===== src/rtl/wts_sqrt.sv =====
// Iterative integer square root, one result bit per cycle.
module wts_sqrt #(
  parameter int W = 48
) (
  input  logic           clk,
  input  logic           rst,
  input  logic           start,
  input  logic [W-1:0]   val,
  output logic           done,
  output logic [W/2-1:0] root
);

  logic busy;
  logic [W-1:0] v;
  logic [W-1:0] res;
  logic [W-1:0] bitv;
  logic [W:0] trial;

  assign trial = {1'b0, res} + {1'b0, bitv};
  assign root = res[W/2-1:0];

  always_ff @(posedge clk) begin
    if (rst) begin
      busy <= 1'b0;
      done <= 1'b0;
    end else begin
      done <= !start && busy && (bitv == W'(1));
      if (start) begin
        busy <= 1'b1;
        v <= val;
        res <= '0;
        bitv <= {2'b01, {(W-2){1'b0}}};
      end else if (busy) begin
        if ({1'b0, v} >= trial) begin
          v <= v - trial[W-1:0];
          res <= (res >> 1) + bitv;
        end else begin
          res <= res >> 1;
        end
        bitv <= bitv >> 2;
        if (bitv == W'(1)) begin
          busy <= 1'b0;
        end
      end
    end
  end

endmodule


===== config.mk =====
export PLATFORM = sky130hd
export DESIGN_NAME = wts_sqrt
export DESIGN_NICKNAME = d
export VERILOG_FILES = /design/src/rtl/wts_sqrt.sv
export SDC_FILE = /design/constraint.sdc
export NUM_CORES = 1
export LEC_CHECK = 0
export ABC_CLOCK_PERIOD_IN_PS = 17380
export BUFFER_PORTS_ARGS = -buffer_cell sky130_fd_sc_hd__buf_2
export CORE_UTILIZATION = 65
export CTS_BUF_LIST = sky130_fd_sc_hd__clkbuf_16
export CTS_CLUSTER_SIZE = 10
export DETAILED_ROUTE_END_ITERATION = 7
export GPL_ROUTABILITY_DRIVEN = 0
export PLACE_DENSITY = 0.92
export SYNTH_ARGS = -nofsm -noshare
export SYNTH_HDL_FRONTEND = slang
export SYNTH_SLANG_ARGS = --single-unit

===== constraint.sdc =====
create_clock -name clk -period 17.38 [get_ports clk]
set_input_delay 0.869 -clock clk [delete_from_list [all_inputs] [get_ports clk]]
set_output_delay 0.869 -clock clk [all_outputs]
set_load 0.1 [all_outputs]

==> results.md <==
* Status: completed
* WL met1 at 11,400 µm
* WL met3 at 2230 µm
* Final Skew at 11.3 ps
* Critical Path Sink Type: register
* Syn_nets at 1,388
* Initial antenna violation count at 0
* Std-Cell Rows at 47
* Met2 routed wirelength at 13,800 µm
* Startpoint types: register
* Overall die height at 132 µm
* Ant diodes at 0
* Yosys synthesis warning count at 0
* Leak at 4.70 nW
* Routed vias/inst at 6.62
* Top Metal Used: met4
* CTS root buf: clkbuf_16
* Power per Cell Area at 123 mW/mm²
* Setup bufs post-CTS at 0
* # DRC at 0
* Layout cells sized above 1 at 12.0%
* Die Area at 0.0175 mm²
* Fillers at 1,214
* Detailed Routing Iterations Pass 1 at 5
* Syn_area_per_cell at 8.90 µm²
* Slew Limit Headroom at 19.8%
* Final period utilization at 38.7%
* HPWL Detailed at 20,400 µm
* Routed length per instance at 19.4 µm
* Cts bufs inserted at 17
* CTS Sinks at 122
* Max-slew violation count at 0
* Final min period at 6730 ps
* Clock latency at the later pin of the worst-skew pair at 450 ps
* Final Hold Fails at 0
* First-pass GRT wire length at 47,500 µm
* H-Tree Depth at 4
* Hold crit path type: reg -> reg
* Most common cell in the synthesized netlist: nand2_1
* GRT overflow at 0
* Max_cap viols at 0
* Initial Utilization at 66.4%
* #FFs+latches synth at 122
* Arr. time, crit path at 6780 ps
* Post-synth top flop: edfxtp_1
* Final setup viols at 0
* Synth area leaders: edfxtp_1 33%, ha_1 11%, xor2_1 5.3%
* FMAX at 149 MHz
* CTS tree: yes
* Die W at 132 µm
* IO buf count at 75
* DRT iter0 DRCs at 988
* Power, Total at 1.48 mW
* Critical path type: reg -> reg
* RSZ-0062 raised after global routing: false
* Synth cell count leaders: 131 x nand2_1, 120 x edfxtp_1, 103 x nor2_1
* Nets at 1,420
* Clock Path Buffers at 2
* Synth area leader: edfxtp_1
* Clock transition at path regs at 60 ps
* Yosys cell types at 74
* Boundary pin count at 76
* Hold_buf cts at 0
* Worst Path Required at 17,430 ps
* Vias in the first global route at 9,784
* Mapped Area at 0.0110 mm²
* Critical path fanouts, max at 48
* Maximum vdd drop at 86.5 µV
* Synth Instances at 1,238
* Worst-margin pin slew at 1200 ps
* Core ar. at 0.0166 mm²
* EDFF count, synth at 120
* Largest net degree at the start of global routing at 74
* Synthesis-to-finish area growth at 8.87%
* Total track usage at 34.1%
* Routed Antenna Nets at 0
* Ys async rst share at 0%
* Setup TNS at 0 ps
* Sequential area share after synthesis at 33.1%
* Via count at 9,946
* CTS resizes at 0
* Post-synth top area share at 32.7%
* Drt total wl at 29,200 µm
==> routing by layer <==
metal	GRT usage, %	up-vias
met4	22.2	0
met5	0	-
met1	40.5	4627
met3	6.57	126
li1	-	4658
met2	56.8	535
==> flip-flops by register name, summed over array words and instances, names as in the netlist <==
signal,cells
res,48
v,48
bitv,24
busy,1
done,1
==> final cells by class <==
class / instances / area (µm²) / area share, %
multi-input combinational: 1024 / 6920 / 57.7
sequential: 122 / 3640 / 30.4
clock buffer: 17 / 425 / 3.55
timing repair buffer: 80 / 415 / 3.46
tap: 220 / 275 / 2.30
clock inverter: 15 / 223 / 1.86
inverter: 25 / 93.8 / 0.782
==> metrics by stage <==
stage          cells  hold slack (ps)  utilization [%]  area (µm²)  setup WS (ps)
3_3_place_gp    1471              473             68.4       11300          11050
3_5_place_dp    1471              479             68.4       11300          10770
5_1_grt         1503              521             72.3       12000          10130
4_1_cts         1503              495             72.3       12000          10720
6_report        1503              493             72.3       12000          10650
2_1_floorplan   1238              463                -       11000          11000
==> layout by cell type (no fill, tap or decap), types with 5 or more instances in the layout <==
| master | instances |
|---|---|
| a211oi_1 | 26 |
| a21o_1 | 37 |
| a21oi_1 | 87 |
| a31o_2 | 8 |
| a31oi_1 | 37 |
| and2_1 | 10 |
| and3_1 | 12 |
| buf_2 | 74 |
| buf_4 | 6 |
| bufinv_16 | 5 |
| clkbuf_16 | 17 |
| edfxtp_1 | 120 |
| ha_1 | 98 |
| inv_1 | 26 |
| mux2_2 | 5 |
| mux2i_1 | 6 |
| nand2_1 | 131 |
| nand2b_1 | 13 |
| nand3_1 | 16 |
| nand4_1 | 25 |
| nor2_1 | 102 |
| nor2b_1 | 40 |
| nor3_1 | 16 |
| nor3_2 | 6 |
| nor3b_1 | 5 |
| nor4_1 | 8 |
| o211ai_1 | 8 |
| o21a_1 | 5 |
| o21ai_0 | 94 |
| o21ai_1 | 10 |
| o21bai_1 | 18 |
| o31ai_1 | 12 |
| or2_2 | 5 |
| xnor2_1 | 53 |
| xor2_1 | 67 |
==> cell families (layout without fill, tap and decap cells) <==
kind of cell,after synthesis,count (layout),synth area share (%)
buffers and inverters,92,137,4.21
adders and majority gates,99,99,11.3
AOI/OAI and AO/OA,386,386,22.8
DFF,122,122,33.1
muxes,11,11,1.06
xor gates and xnor gates,120,120,9.54
and+or+nand+nor,408,408,18.0
==> power breakdown <==
part | switching, mW | internal (mW) | leakage, nW
Clock | 0.148 | 0.255 | 0.305
Combinational | 0.420 | 0.243 | 3.22
Sequential | 0.0342 | 0.378 | 1.17
Total | 0.602 | 0.875 | 4.70
==> final timing paths <==
| check | start | endpoint | slack [ps] | depth (start not counted) |
|---|---|---|---|---|
| setup / recovery | res[2] | v[43] | 10650 | 20 |
| hold / removal | busy | done | 490 | 1 |
| setup reg to reg | res[2] | v[43] | 10650 | 20 |
| hold reg to reg | busy | done | 490 | 1 |
==> critical path, stage by stage, from the launching register on <==
cell	delay, ps
edfxtp_1	470
ha_1	380
a31oi_1	270
o21bai_1	220
a21oi_2	270
o31ai_1	160
nor2b_1	180
o31ai_1	340
a21oi_1	190
a221o_1	400
a31oi_1	200
xor2_1	90
ha_1	410
inv_1	130
or4_1	560
nor4b_1	280
nand4_1	130
o211ai_1	290
a31oi_4	200
nor2_4	200
o21a_2	930
Power figures use the tool's default switching activity.
