--- src/rtl/wts_div.sv ---
// Restoring unsigned divider, one quotient bit per cycle.
module wts_div #(
  parameter int W = 48
) (
  input  logic         clk,
  input  logic         rst,
  input  logic         start,
  input  logic [W-1:0] num,
  input  logic [W-1:0] den,
  output logic         done,
  output logic [W-1:0] quot
);

  localparam int CNTW = $clog2(W + 1);

  logic busy;
  logic [CNTW-1:0] cnt;
  logic [W:0] rem;
  logic [W-1:0] d;
  logic [W:0] sh;
  logic ge;
  logic [W:0] rem_next;

  always_comb begin
    sh = {rem[W-1:0], quot[W-1]};
    ge = (sh >= {1'b0, d});
    rem_next = ge ? (sh - {1'b0, d}) : sh;
  end

  always_ff @(posedge clk) begin
    if (rst) begin
      busy <= 1'b0;
      done <= 1'b0;
    end else begin
      done <= !start && busy && (cnt == CNTW'(1));
      if (start) begin
        busy <= 1'b1;
        rem <= '0;
        quot <= num;
        d <= den;
        cnt <= CNTW'(W);
      end else if (busy) begin
        rem <= rem_next;
        quot <= {quot[W-2:0], ge};
        cnt <= cnt - 1'b1;
        if (cnt == CNTW'(1)) begin
          busy <= 1'b0;
        end
      end
    end
  end

endmodule

--- config.mk ---
export PLATFORM = sky130hd
export DESIGN_NAME = wts_div
export DESIGN_NICKNAME = d
export VERILOG_FILES = /design/src/rtl/wts_div.sv
export SDC_FILE = /design/constraint.sdc
export NUM_CORES = 1
export LEC_CHECK = 0
export BUFFER_PORTS_ARGS = -buffer_cell sky130_fd_sc_hd__buf_4
export CAP_MARGIN = 15
export CORE_ASPECT_RATIO = 0.6
export CORE_MARGIN = 2
export CORE_UTILIZATION = 45
export DETAILED_ROUTE_END_ITERATION = 10
export PLACE_DENSITY = 0.69
export SETUP_SLACK_MARGIN = 0.1
export SLEW_MARGIN = 0
export SYNTH_ARGS = -nofsm -noshare
export SYNTH_HDL_FRONTEND = slang
export SYNTH_SLANG_ARGS = --single-unit
--- constraint.sdc ---
create_clock -name clk -period 7.22 [get_ports clk]
set_input_delay 2.166 -clock clk [delete_from_list [all_inputs] [get_ports clk]]
set_output_delay 2.166 -clock clk [all_outputs]
set_load 0.05 [all_outputs]
==> flow_metrics.py <==
metrics = {
    "clocking": {
        "postCtsSetupBuffers": 0,
        "clk_latency_ns": 0.44,
        "cts_tree": "yes",
        "cts-root-buf": "clkbuf_16",
        "cts_resized": 0,
        "cts_buffer_depth": 2,
        "clkSlewWorstSetupHoldPaths_ns": 0.06,
        "ctsHoldBuffers": 0,
        "cts_buffers": 17,
        "htreeDepth": 4,
        "cts_sinks": 152,
    },
    "critical_path": {
        "cp_slowest_cell": "or4_1",
        "crit_required_ns": 7.41,
        "cp_num_buf_inv": 1,
        "cpPeakStageDelay_ns": 0.60,
        "path_class": "reg -> reg",
        "critPathLaunchType": "register",
        "endpoint_kind": "register",
        "arrival_ns": 4.22,
        "cp_cell_sequence": "ha_1, and4_1, nand2b_1, or4_1, o31ai_1, o21ba_1, a21oi_4, buf_4, nor2_2, a221o_1",
        "critical-path-top-delay-family": "simple AND/OR/NAND/NOR gates",
        "crit_fanout": 55,
    },
    "timing": {
        "tightest_slew_ns": 0.916,
        "finalSetupTns_ns": 0,
        "setup_viol": 0,
        "hold_viol": 0,
        "slew_headroom": 0.389,
        "max_freq_mhz": 249,
        "slew_viol_final": 0,
        "rsz0062_at_grt": "false",
        "period_share": 0.557,
        "fin_skew_ns": 0.0121,
        "layout_min_cycle_time_ns": 4.02,
    },
    "route": {
        "final_antenna_net_count": 0,
        "post_drt_wl_per_cell_um": 17.2,
        "routed_via_density": 5.44,
        "post-route-drc-count": 0,
        "finalWirelength_um": 22200,
        "drt_pass1_iterations": 6,
        "num_vias": 7007,
        "drt_iter0_drc": 658,
    },
    "synth": {
        "syn_inst": 865,
        "synth.distinct_cells": 61,
        "avgSynthCellArea_um2": 10.4,
        "syn_nets": 1015,
        "ys_async_sr_fraction": 0,
        "netlist_area_um2": 9010,
        "yosysWarnings": 0,
        "yosysSeqAreaShare": 0.505,
        "synth_ff_type": "edfxtp_1",
        "synth_seq_cells": 152,
        "synth_edf_count": 150,
    },
    "placed_design": {
        "dp_cells": 1255,
        "post_dp_cell_area_um2": 10300,
        "dp.final_hpwl_um": 16000,
        "numPortBuffers": 147,
        "place.gp.congestion": 0.901,
    },
    "power_and_ir_drop": {
        "pwr-share-seq": 0.390,
        "p_sw_frac": 0.324,
        "finalPower_uw": 2840,
        "internal_power_uw": 1920,
        "vdd_ir_drop_max_v": 0.000224,
        "power_density_nw_per_um2": 260,
        "leakage_uw": 0.00442,
        "pwr-share-clk": 0.321,
        "p_sw_uw": 919,
        "power_frac_comb": 0.289,
    },
    "cells_and_area": {
        "antenna_cells": 0,
        "drive_gt1_frac": 0.240,
        "fin_cells": 1287,
        "layout.nets": 1151,
        "fin_area_um2": 10900,
        "n_fill_cell": 1783,
        "area_delta_synth_final_pct": 21.4,
        "final_cell_mix": "buf_4, edfxtp_1, nand2_1",
        "final_common_cell": "buf_4",
    },
    "global_routing": {
        "grt_pass1_vias": 6784,
        "antenna_found_initial": 0,
        "grt_overflow": 0,
        "grt_pass1_wl_um": 35500,
        "grt_use_total": 0.214,
        "grt_max_degree": 75,
    },
    "floorplanning": {
        "io_pins": 148,
        "core-area_um2": 19800,
        "dieHeight_um": 114,
        "die_x_um": 187,
        "dieArea_um2": 21200,
        "row_count": 40,
        "start_util": 0.454,
    },
    "worst_hold_path": {
        "hold_class": "reg -> reg",
    },
    "run": {
        "cap_viol_max_count": 0,
    },
    "outcome": {
        "status": "finished clean",
    },
}
[power groups by stage]
stage | Sequential (µW) | Clock (µW) | Combinational, µW
floorplan | 1180 | 0 | 540
global placement | 1120 | 0 | 793
detailed placement | 1120 | 0 | 803
CTS | 1110 | 923 | 810
global route | 1120 | 959 | 903
finish | 1110 | 910 | 820
[layout make-up]
type                    instances  area, µm²  area share
flip-flops and latches        152       4540       0.416
multi-input cells             609       4060       0.371
repair buffers                153       1150       0.105
clock buffers                  17        425      0.0389
well taps                     273        342      0.0313
inverters                      68        255      0.0234
clock inverters                15        159      0.0145
[kinds of logic (layout without fill, tap and decap cells)]
kind of cell | after synthesis | after routing | share of synthesized area
simple gates | 253 | 253 | 0.131
compound gates | 218 | 218 | 0.148
flops | 152 | 152 | 0.505
buf+inv | 104 | 253 | 0.0477
fa+ha+maj | 51 | 51 | 0.0717
mux | 47 | 47 | 0.0588
xor+xnor | 40 | 40 | 0.0389
[synth_stat cells (all sizes together) (4+ instances only)]
cell / number / area [µm²]
a211oi: 16 / 155
a21o: 9 / 67.6
a21oi: 103 / 519
and3: 5 / 31.3
buf: 18 / 106
clkbuf: 18 / 67.6
edfxtp: 150 / 4500
ha: 50 / 626
inv: 68 / 255
mux2: 47 / 529
nand2: 116 / 435
nand2b: 8 / 50.1
nand3: 16 / 80.1
nand4: 18 / 113
nor2: 50 / 190
nor2b: 7 / 43.8
nor3: 7 / 35.0
nor3b: 4 / 30.0
nor4: 4 / 25.0
o211ai: 6 / 45.0
o21a: 6 / 45.0
o21ai: 44 / 220
o21bai: 7 / 52.6
o31ai: 7 / 52.6
or3: 4 / 25.0
xnor2: 27 / 236
xor2: 13 / 114
[sequential cells by signal, indices dropped and copies added (netlist names)]
| register | cells |
|---|---|
| cnt | 6 |
| d | 48 |
| done | 1 |
| rem | 48 |
| busy | 1 |
| quot | 48 |
[stage by stage]
step	util	hold slack [ns]	setup WS, ns
after floorplan	-	0.507	1.21
after global placement	0.522	0.532	2.84
after detailed placement	0.522	0.523	2.80
after CTS	0.551	0.534	3.27
after global routing	0.551	0.562	3.00
final	0.551	0.534	3.20
[final timing paths]
kind	from	endpoint	slack (ns)	depth (start not counted)
setup / recovery	rem[36]$_SDFFCE_PP0P_	rem[47]$_SDFFCE_PP0P_	3.20	10
hold / removal	busy$_SDFF_PP0_	done$_SDFF_PP0_	0.53	1
hold reg to reg	busy$_SDFF_PP0_	done$_SDFF_PP0_	0.53	1
setup reg to reg	rem[36]$_SDFFCE_PP0P_	rem[47]$_SDFFCE_PP0P_	3.20	10
[worst register-to-register path, cell delays in order, from the launching register on]
cell and delay [ns]:
edfxtp_1 0.46, ha_1 0.46, and4_1 0.27, nand2b_1 0.13, or4_1 0.60, o31ai_1 0.39, o21ba_1 0.23, a21oi_4 0.12
buf_4 0.53, nor2_2 0.21, a221o_1 0.38
[routing by layer]
layer | track usage | vias to the layer above | share of wire
met4 | 0.0503 | 0 | 0.0087
li1 | - | 3420 | -
met5 | 0 | - | 0
met1 | 0.332 | 3358 | 0.52
met2 | 0.295 | 212 | 0.41
met3 | 0.0538 | 17 | 0.066
(Power assumes the default switching activity.)
